`src/sv/rrspf_pkg.sv`:
```
// Shared constants, codes and types for the radius/role/spacing point filter.
package rrspf_pkg;

  localparam int MAX_KEPT_DEF   = 64;
  localparam int COORD_BITS_DEF = 21;

  localparam int SQ_W       = 44;
  localparam int CFG_DATA_W = 44;
  localparam int CFG_IDX_W  = 3;
  localparam int LIMIT_W    = 7;
  localparam int ROLE_W     = 4;
  localparam int MASK_W     = 16;
  localparam int VERDICT_W  = 3;

  localparam logic [CFG_IDX_W-1:0] REG_ORIGIN_X    = 3'd0;
  localparam logic [CFG_IDX_W-1:0] REG_ORIGIN_Y    = 3'd1;
  localparam logic [CFG_IDX_W-1:0] REG_ORIGIN_Z    = 3'd2;
  localparam logic [CFG_IDX_W-1:0] REG_RADIUS_SQ   = 3'd3;
  localparam logic [CFG_IDX_W-1:0] REG_SPACING_SQ  = 3'd4;
  localparam logic [CFG_IDX_W-1:0] REG_KEEP_LIMIT  = 3'd5;
  localparam logic [CFG_IDX_W-1:0] REG_ROLE_MASK   = 3'd6;

  localparam logic [VERDICT_W-1:0] VERDICT_KEPT      = 3'd0;
  localparam logic [VERDICT_W-1:0] VERDICT_RADIUS    = 3'd1;
  localparam logic [VERDICT_W-1:0] VERDICT_ROLE      = 3'd2;
  localparam logic [VERDICT_W-1:0] VERDICT_TOO_CLOSE = 3'd3;
  localparam logic [VERDICT_W-1:0] VERDICT_LIMIT     = 3'd4;

  localparam logic [LIMIT_W-1:0] KEEP_LIMIT_RST = 7'd64;

  typedef enum logic [2:0] {
    ST_IDLE,
    ST_ORIGIN,
    ST_SWEEP,
    ST_DRAIN,
    ST_DECIDE
  } state_t;

  typedef struct packed {
    logic shift;
    logic wrap;
    logic load;
  } cell_ctl_t;

endpackage

```
`src/sv/rrspf_cell.sv`:
```
// One cell of the kept-point ring: holds one point and passes it on when the ring turns.
module rrspf_cell import rrspf_pkg::*; #(
  parameter int PT_W = 3 * COORD_BITS_DEF
) (
  input  logic            clk,
  input  cell_ctl_t       ctl,
  input  logic [PT_W-1:0] head,
  input  logic [PT_W-1:0] next_pt,
  input  logic [PT_W-1:0] load_pt,
  output logic [PT_W-1:0] pt
);

  always_ff @(posedge clk) begin
    if (ctl.load) begin
      pt <= load_pt;
    end else if (ctl.shift) begin
      // last live cell takes the head so the ring closes at the fill level
      pt <= ctl.wrap ? head : next_pt;
    end
  end

endmodule

```
`config.mk`:
```
export PLATFORM = sky130hd
export DESIGN_NAME = rrspf_cell
export DESIGN_NICKNAME = d
export VERILOG_FILES = /design/src/sv/rrspf_pkg.sv /design/src/sv/rrspf_cell.sv
export SDC_FILE = /design/constraint.sdc
export NUM_CORES = 1
export LEC_CHECK = 0
export ABC_AREA = 0
export BUFFER_PORTS_ARGS = -buffer_cell sky130_fd_sc_hd__buf_2
export CORE_AREA = 5 5 96 98
export DETAILED_ROUTE_END_ITERATION = 8
export DIE_AREA = 0 0 101 103
export MAX_ROUTING_LAYER = met4
export PLACE_DENSITY = 0.81
export SLEW_MARGIN = 20
export SYNTH_ARGS = -nofsm -noshare
export SYNTH_HDL_FRONTEND = slang
export SYNTH_SLANG_ARGS = --single-unit
```
`constraint.sdc`:
```
create_clock -name clk -period 5.1 [get_ports clk]
set_input_delay 0.51 -clock clk [delete_from_list [all_inputs] [get_ports clk]]
set_output_delay 0.51 -clock clk [all_outputs]
set_load 0.01 [all_outputs]
```
==> impl_results.rst <==
.. list-table::
   :header-rows: 1

   * - Metric
     - Value
   * - Run status
     - completed
   * - Switching part of the total
     - 25.9%
   * - Setup fix buffers added after clock tree synthesis
     - 0
   * - Simple-gate area share of the yosys netlist
     - 7.44%
   * - Post-route DRC violation count
     - 0
   * - Remaining Overflow, GRT
     - 0
   * - Proportion of synthesized chip area in sequential cells
     - 58.0%
   * - Share of the cycle needed by the critical path after routing
     - 43.6%
   * - Input/output buffers
     - 255
   * - Sequence of cells on the critical path
     - buf_4 > or2_2 > buf_4
   * - Distinct cell type count of the synthesized netlist
     - 12
   * - Flop pwr share
     - 48.7%
   * - Count of H-tree levels built during CTS
     - 3
   * - Detail Placement HPWL
     - 7770 microns
   * - Leakage power figure
     - 2.36 nW
   * - Count of filler cells inserted in the layout
     - 740
   * - Fraction of layout instances using a drive strength above 1
     - 52.1%
   * - Worst slew pin tran
     - 1.04 ns
   * - Area post-placement
     - 4520 sq um
   * - Cell area after technology mapping
     - 3260 sq um
   * - Max rail drop VDD
     - 0.000179 V
   * - Dominant combinational cell family by area after synthesis
     - multiplexers
   * - TritonCTS clock tree
     - yes
   * - Area share of xor/xnor cells in the synthesized design
     - 0%
   * - Drt wl/cell
     - 15.5 microns
   * - Iter 0 DRT Violations
     - 69
   * - Final total negative setup slack
     - 0 ns
   * - Post-CTS resize count
     - 0
   * - Stage delay of the slowest cell on the critical path
     - 0.70 ns
   * - Adder-cell share of the synthesized area
     - 0%
   * - Yosys warnings
     - 0
   * - Cell Pwr Density
     - 286 nW/um^2
   * - Net switching power figure
     - 349 uW
   * - Vias per cell
     - 4.75
   * - Kind of path behind the tightest hold check
     - in -> reg
   * - Final non-filler cell area
     - 4710 sq um
   * - Post-route worst hold slack
     - 0.449 ns
   * - Final hold viol count
     - 0
   * - CTS max path bufs
     - 2
   * - Number of standard cells after synthesis
     - 274
   * - Data arrival, critical path
     - 2.20 ns
   * - Internal portion of total power
     - 997 uW
   * - Total clock buffers created by CTS
     - 9
   * - Register with the highest flop count
     - pt
   * - Number of nets in the layout
     - 714
   * - Number of iterations in the first detailed-routing pass
     - 4
   * - Ant. Diodes
     - 0
   * - Initial antenna violation count
     - 0
   * - Max-slew headroom at the worst pin
     - 31.0%
   * - Synthesis-to-layout area growth
     - 44.4%
   * - Part of the power in combinational logic
     - 20.8%
   * - Vias post-DR
     - 3,010
   * - Synthesized net count
     - 467
   * - Total count of max-transition violations in the final report
     - 0
   * - Critical Setup Path Class
     - in -> reg
   * - Die outline area
     - 10,400 sq um
   * - Avg Inst Size Synth
     - 11.9 sq um
   * - Final GP Congestion
     - 0.808
   * - Max-capacitance violation count
     - 0
   * - Cell type of the slowest stage on the worst timing path
     - or2_2
   * - GR Util All Layers
     - 18.4%
   * - Registers with the most flip-flops
     - pt x63
   * - Most frequent cells in the layout
     - buf_2, mux2i_1, nand2_1, edfxtp_1, o21ai_1
   * - Hold buffer count at CTS
     - 0
   * - Largest net degree at the start of global routing
     - 67
   * - Clk network pwr share
     - 30.6%
   * - Number of top-level pins
     - 256
   * - Most common cell after layout, fill and taps aside
     - buf_2
   * - Number of global-route vias before repair
     - 3,090
   * - Total buffers and inverters traversed by the critical path
     - 2
   * - Most frequent cell on the critical path
     - buf_4
   * - Number of sinks on the clock net
     - 63
   * - WP data required
     - 5.07 ns
   * - Core Region
     - 8380 sq um
   * - Starting utilization of the core area
     - 38.9%
   * - Vertical die dimension
     - 103 microns
   * - Total Wirelength
     - 9810 microns
   * - CP endpoint kind
     - register
   * - RSZ-0062 raised after global routing
     - no
   * - Kind of cell adding the most delay to the critical path
     - buffers and inverters
   * - Clock root buffer master
     - clkbuf_8
   * - Startpoint kind of the worst setup timing path
     - input port
   * - Row cnt
     - 34
   * - Die width
     - 101 microns
   * - Flops & latches, synth
     - 63
   * - Number of flip-flops in the largest register
     - 63
   * - Compound-gate portion of the synthesized area
     - 10.0%
   * - Count of nets left with antenna violations after detail routing
     - 0
   * - Wire length of the first global-routing pass
     - 14,100 microns
   * - Worst-path fanout max
     - 62
   * - Portion of netlist area occupied by mux cells
     - 19.3%
   * - Crit path time final
     - 2.22 ns
   * - Max Clock Freq
     - 450 MHz
   * - Clk pin slew, worst setup/hold paths
     - 0.08 ns
   * - Setup violations, final
     - 0
Yosys cell counts (all sizes together):
library cell / instances / area share [%]
edfxtp: 63 / 58
mux2i: 63 / 19
nand2: 63 / 7.2
o21ai: 63 / 10
buf: 14 / 4.4
clkbuf: 7 / 0.81
or2: 1 / 0.19
routing by layer:
metal  track usage (%)  wire length (microns)
met1              19.9                   3460
met2              31.8                   5080
met3              5.95                   1110
met4              6.24                    170
met5                 -                      0
power by group through the flow:
stage,combinational [mW],sequential [mW],clock [mW]
3_5_place_dp,0.283,0.667,0
5_1_grt,0.306,0.661,0.459
4_1_cts,0.284,0.656,0.425
6_report,0.279,0.655,0.411
3_3_place_gp,0.274,0.664,0
2_1_floorplan,0.0994,0.702,0
final timing paths:
check              startpoint          endpoint  slack (ns)  cells past startpoint
setup / recovery       ctl[0]  pt[39]$_DFFE_PP_        2.88                      3
hold / removal    load_pt[34]  pt[34]$_DFFE_PP_        0.45                      3
area by class of cell:
type	instances	area [sq um]	area share (%)
sequential	63	1890	40.1
timing repair buffer	257	1300	27.5
multi-input combinational	190	1200	25.5
tap	108	135	2.87
clock buffer	10	128	2.71
clock inverter	6	61.3	1.30
cell families (layout without fill, tap and decap cells):
logic type             after synthesis  in the layout
flip-flops                          63             63
AND/OR/NAND/NOR                     64             64
buffers and inverters               21            273
AO/OA/AOI/OAI                       63             63
multiplexers                        63             63
stage by stage:
stage	util (%)	power [mW]	setup slack [ns]	cells
2_1_floorplan	-	0.802	3.13	274
3_3_place_gp	54.0	0.938	2.62	618
3_5_place_dp	54.0	0.950	2.48	618
4_1_cts	56.2	1.37	2.84	634
5_1_grt	56.2	1.43	2.74	634
6_report	56.2	1.35	2.88	634
No activity file was read; power rests on OpenSTA's default activity.
