--- src/sv/rrspf_pkg.sv ---
// Shared constants, codes and types for the radius/role/spacing point filter.
package rrspf_pkg;

  localparam int MAX_KEPT_DEF   = 64;
  localparam int COORD_BITS_DEF = 21;

  localparam int SQ_W       = 44;
  localparam int CFG_DATA_W = 44;
  localparam int CFG_IDX_W  = 3;
  localparam int LIMIT_W    = 7;
  localparam int ROLE_W     = 4;
  localparam int MASK_W     = 16;
  localparam int VERDICT_W  = 3;

  localparam logic [CFG_IDX_W-1:0] REG_ORIGIN_X    = 3'd0;
  localparam logic [CFG_IDX_W-1:0] REG_ORIGIN_Y    = 3'd1;
  localparam logic [CFG_IDX_W-1:0] REG_ORIGIN_Z    = 3'd2;
  localparam logic [CFG_IDX_W-1:0] REG_RADIUS_SQ   = 3'd3;
  localparam logic [CFG_IDX_W-1:0] REG_SPACING_SQ  = 3'd4;
  localparam logic [CFG_IDX_W-1:0] REG_KEEP_LIMIT  = 3'd5;
  localparam logic [CFG_IDX_W-1:0] REG_ROLE_MASK   = 3'd6;

  localparam logic [VERDICT_W-1:0] VERDICT_KEPT      = 3'd0;
  localparam logic [VERDICT_W-1:0] VERDICT_RADIUS    = 3'd1;
  localparam logic [VERDICT_W-1:0] VERDICT_ROLE      = 3'd2;
  localparam logic [VERDICT_W-1:0] VERDICT_TOO_CLOSE = 3'd3;
  localparam logic [VERDICT_W-1:0] VERDICT_LIMIT     = 3'd4;

  localparam logic [LIMIT_W-1:0] KEEP_LIMIT_RST = 7'd64;

  typedef enum logic [2:0] {
    ST_IDLE,
    ST_ORIGIN,
    ST_SWEEP,
    ST_DRAIN,
    ST_DECIDE
  } state_t;

  typedef struct packed {
    logic shift;
    logic wrap;
    logic load;
  } cell_ctl_t;

endpackage

--- src/sv/rrspf_dist.sv ---
// Two-stage squared-distance unit with radius and spacing compares.
module rrspf_dist import rrspf_pkg::*; #(
  parameter int COORD_BITS = COORD_BITS_DEF
) (
  input  logic                    clk,
  input  logic                    rst,
  input  logic                    go,
  input  logic                    tag_in,
  input  logic [3*COORD_BITS-1:0] a,
  input  logic [3*COORD_BITS-1:0] b,
  input  logic [SQ_W-1:0]         radius_sq,
  input  logic [SQ_W-1:0]         spacing_sq,
  output logic                    done,
  output logic                    tag_out,
  output logic                    far,
  output logic                    close
);

  localparam int DW    = COORD_BITS + 1;
  localparam int SQ2_W = 2 * DW;
  localparam int SUM_W = SQ2_W + 2;
  localparam int CMP_W = (SUM_W > SQ_W) ? SUM_W : SQ_W;

  logic signed [DW-1:0]    diff [3];
  logic signed [SQ2_W-1:0] prod [3];
  logic        [SQ2_W-1:0] sq   [3];
  logic                    s1_valid;
  logic                    s1_tag;
  logic        [SUM_W-1:0] sum;
  logic        [CMP_W-1:0] sum_ext;

  always_comb begin
    for (int k = 0; k < 3; k++) begin
      diff[k] = $signed({a[k*COORD_BITS+COORD_BITS-1], a[k*COORD_BITS +: COORD_BITS]})
              - $signed({b[k*COORD_BITS+COORD_BITS-1], b[k*COORD_BITS +: COORD_BITS]});
      prod[k] = diff[k] * diff[k];
    end
  end

  always_ff @(posedge clk) begin
    for (int k = 0; k < 3; k++) begin
      sq[k] <= $unsigned(prod[k]);
    end
  end

  assign sum = {2'b00, sq[0]} + {2'b00, sq[1]} + {2'b00, sq[2]};
  assign sum_ext = CMP_W'(sum);

  always_ff @(posedge clk) begin
    if (rst) begin
      s1_valid <= 1'b0;
      done     <= 1'b0;
    end else begin
      s1_valid <= go;
      done     <= s1_valid;
    end
  end

  always_ff @(posedge clk) begin
    s1_tag  <= tag_in;
    tag_out <= s1_tag;
    far     <= sum_ext > CMP_W'(radius_sq);
    close   <= sum_ext < CMP_W'(spacing_sq);
  end

endmodule

--- config.mk ---
export PLATFORM = sky130hd
export DESIGN_NAME = rrspf_dist
export DESIGN_NICKNAME = d
export VERILOG_FILES = /design/src/sv/rrspf_pkg.sv /design/src/sv/rrspf_dist.sv
export SDC_FILE = /design/constraint.sdc
export NUM_CORES = 2
export LEC_CHECK = 0
export ABC_AREA = 1
export BUFFER_PORTS_ARGS = -buffer_cell sky130_fd_sc_hd__buf_4
export CAP_MARGIN = 20
export CORE_UTILIZATION = 50
export CTS_CLUSTER_DIAMETER = 80
export DETAILED_ROUTE_END_ITERATION = 16
export GPL_ROUTABILITY_DRIVEN = 0
export GPL_TIMING_DRIVEN = 0
export PLACE_DENSITY = 0.68
export SETUP_SLACK_MARGIN = 0.1
export SYNTH_ARGS = -nofsm -noshare
export SYNTH_HDL_FRONTEND = slang
export SYNTH_SLANG_ARGS = --single-unit
--- constraint.sdc ---
create_clock -name clk -period 12.3 [get_ports clk]
set_input_delay 1.23 -clock clk [delete_from_list [all_inputs] [get_ports clk]]
set_output_delay 1.23 -clock clk [all_outputs]
set_load 0.01 [all_outputs]
==> impl_metrics.yaml <==
outcome:
  status: "finished clean"
timing:
  slew_viol_final: 0
  finClkSkew_ns: 0.02185
  slew_headroom_pct: 27.57
  tightestPinTransition_ns: 1.078
  fin_crit_sh_pct: 82.61
  tns_ns: 0
  finalHoldViolCount: 0
  rsz0062_at_grt: "false"
  setup_viol: 0
  fmax_ghz: 0.09841
  min_period_ns: 10.16
finish:
  fill_cells: 11440
  drive_gt1_share_pct: 5.399
  nets: 9895
  area_delta_synth_final_pct: 6.979
routing:
  drc: 0
  first_iter_violations: 3848
  firstDrtPassIters: 6
  drtAntennaViolNets: 0
  viasPerCell: 5.269
  finalWirelength_mm: 169.8
  wire_per_inst_um: 18.30
  vias: 48870
worst_setup_path:
  critPathSlowestCell: "fa_1"
  slowest_delay_ns: 0.82
  worst_setup_path_end_kind: "flip-flop"
  crit_required_ns: 12.66
  crit_arrival_ns: 10.52
  cp_max_fo: 10
  critical_path_class: "input pin to flip-flop"
  cp-start-kind: "input pin"
  cpMostUsedCell: "inv_1"
run:
  cap_violations: 0
clock_network:
  clk_latency_ns: 0.44
  cts_tree: "yes"
  htree_levels: 4
  cts_hold_buf: 0
  cts.sinks: 135
  clk_path_buf_depth: 2
  cts_root_buf: "clkbuf_16"
  cts-buffers-inserted: 17
  post-cts-setup-buffers: 0
  cts.repair.resized: 0
  clk_pin_slew_ns: 0.08
logic_synthesis:
  synthTopCellsByCount: "inv_1 (2,085), fa_1 (1,426), nand2_1 (1,027), nor2_1 (814), ha_1 (614)"
  synth.most_common_cell: "inv_1"
  syn_area_per_cell_um2: 8.354
  yosysTopAreaCell: "fa_1"
  synth_edf_count: 0
  yosysWarnings: 0
  ys_ff_latch: 135
  synth.distinct_cells: 59
  yosysTopAreaCellShare_pct: 46.25
  syn_inst: 7389
  synth_ff_type: "dfxtp_1"
  ys_seq_area_share_pct: 4.378
  synthesis.area_mm2: 0.06173
  synthArstFlopShare_pct: 0
  ys_top_cells_by_area: "fa_1 (46%), inv_1 (13%), ha_1 (12%)"
worst_hold_path:
  hp-class: "flip-flop to flip-flop"
grt:
  antenna_found_initial: 2
  overflow: 0
  grt_max_degree: 19
  grt_pass1_vias: 51860
  grt_usage_pct: 27.92
  grt_pass1_wl_mm: 273.6
floorplan:
  die_area_mm2: 0.1249
  core_area_mm2: 0.1220
  die-width_um: 353.4
  fp.dieH_um: 353.4
  ios: 222
  rows: 128
  initial_core_util_pct: 50.58
placed_design:
  hpwlAfterDp_mm: 150.1
  io_buffers: 221
layout make-up:
cell class | count | area [um2] | area share, %
antenna | 1 | 2.502 | 0.003790
buffer | 96 | 486.7 | 0.7371
clock buffer | 18 | 439.2 | 0.6651
clock inverter | 13 | 113.9 | 0.1724
inverter | 2116 | 7945 | 12.03
multi-input combinational | 5044 | 50600 | 76.63
sequential | 135 | 2703 | 4.093
tap | 1625 | 2033 | 3.079
timing repair buffer | 227 | 1712 | 2.592
per-stage QoR:
stage	area [um2]	hold WS, ns	worst slack [ns]	utilization [%]	instances
final	66030	0.3511	2.139	54.11	9275
after global routing	66030	0.3609	1.737	54.11	9274
after CTS	66020	0.3443	2.380	54.10	9273
after detailed placement	65470	0.3165	1.980	53.65	9242
after global placement	65430	0.3138	1.539	53.61	9237
after floorplan	61730	0.3096	3.727	-	7391
kinds of logic after synthesis:
kind of cell	Yosys count	share of synthesized area (%)
flip-flops	135	4.378
other	2	0.01217
XOR/XNOR	218	3.349
buffers and inverters	2212	13.66
adder cells (fa/ha/maj)	2040	58.69
AND/OR/NAND/NOR	2158	14.10
AO/OA/AOI/OAI	624	5.801
worst max-delay path, delay by kind of cell:
family / cells / cell delay (ns)
AND/OR/NAND/NOR: 12 / 2.44
adder cells (fa/ha/maj): 10 / 4.94
buffers and inverters: 11 / 1.73
XOR/XNOR: 1 / 0.16
cell usage in the layout (no fill, tap or decap), types with 53 or more instances in the layout:
cell / instances
nand2_1: 1027
fa_1: 1426
nor2_1: 814
xor2_1: 140
nand3_1: 154
buf_4: 233
dfxtp_1: 135
inv_1: 2085
xnor2_1: 63
buf_2: 53
ha_1: 614
o21ai_0: 148
a21oi_1: 290
final timing paths:
path	from	to	slack, ns	depth (start not counted)
worst max-delay path	a[21]	sq[0][83]	2.14	34
worst min-delay path	s1_tag	tag_out	0.35	0
worst max register to register	sq[0][37]	far	7.50	16
worst min register to register	s1_tag	tag_out	0.35	0
flip-flops by register name, indices dropped and copies added (netlist names):
name,flops
sq,129
close,1
done,1
far,1
s1_tag,1
s1_valid,1
tag_out,1
layer usage:
| metal | global-route usage [%] | vias up | part of all wire [%] |
|---|---|---|---|
| li1 | - | 22220 | - |
| met1 | 38.81 | 24060 | 42 |
| met2 | 44.69 | 2234 | 45 |
| met3 | 5.075 | 360 | 9.5 |
| met4 | 7.922 | 2 | 3.3 |
| met5 | 0 | - | 0.0059 |
Power is not shown: default switching activity piles up to over one toggle a cycle in this logic, so the estimate is an artifact.
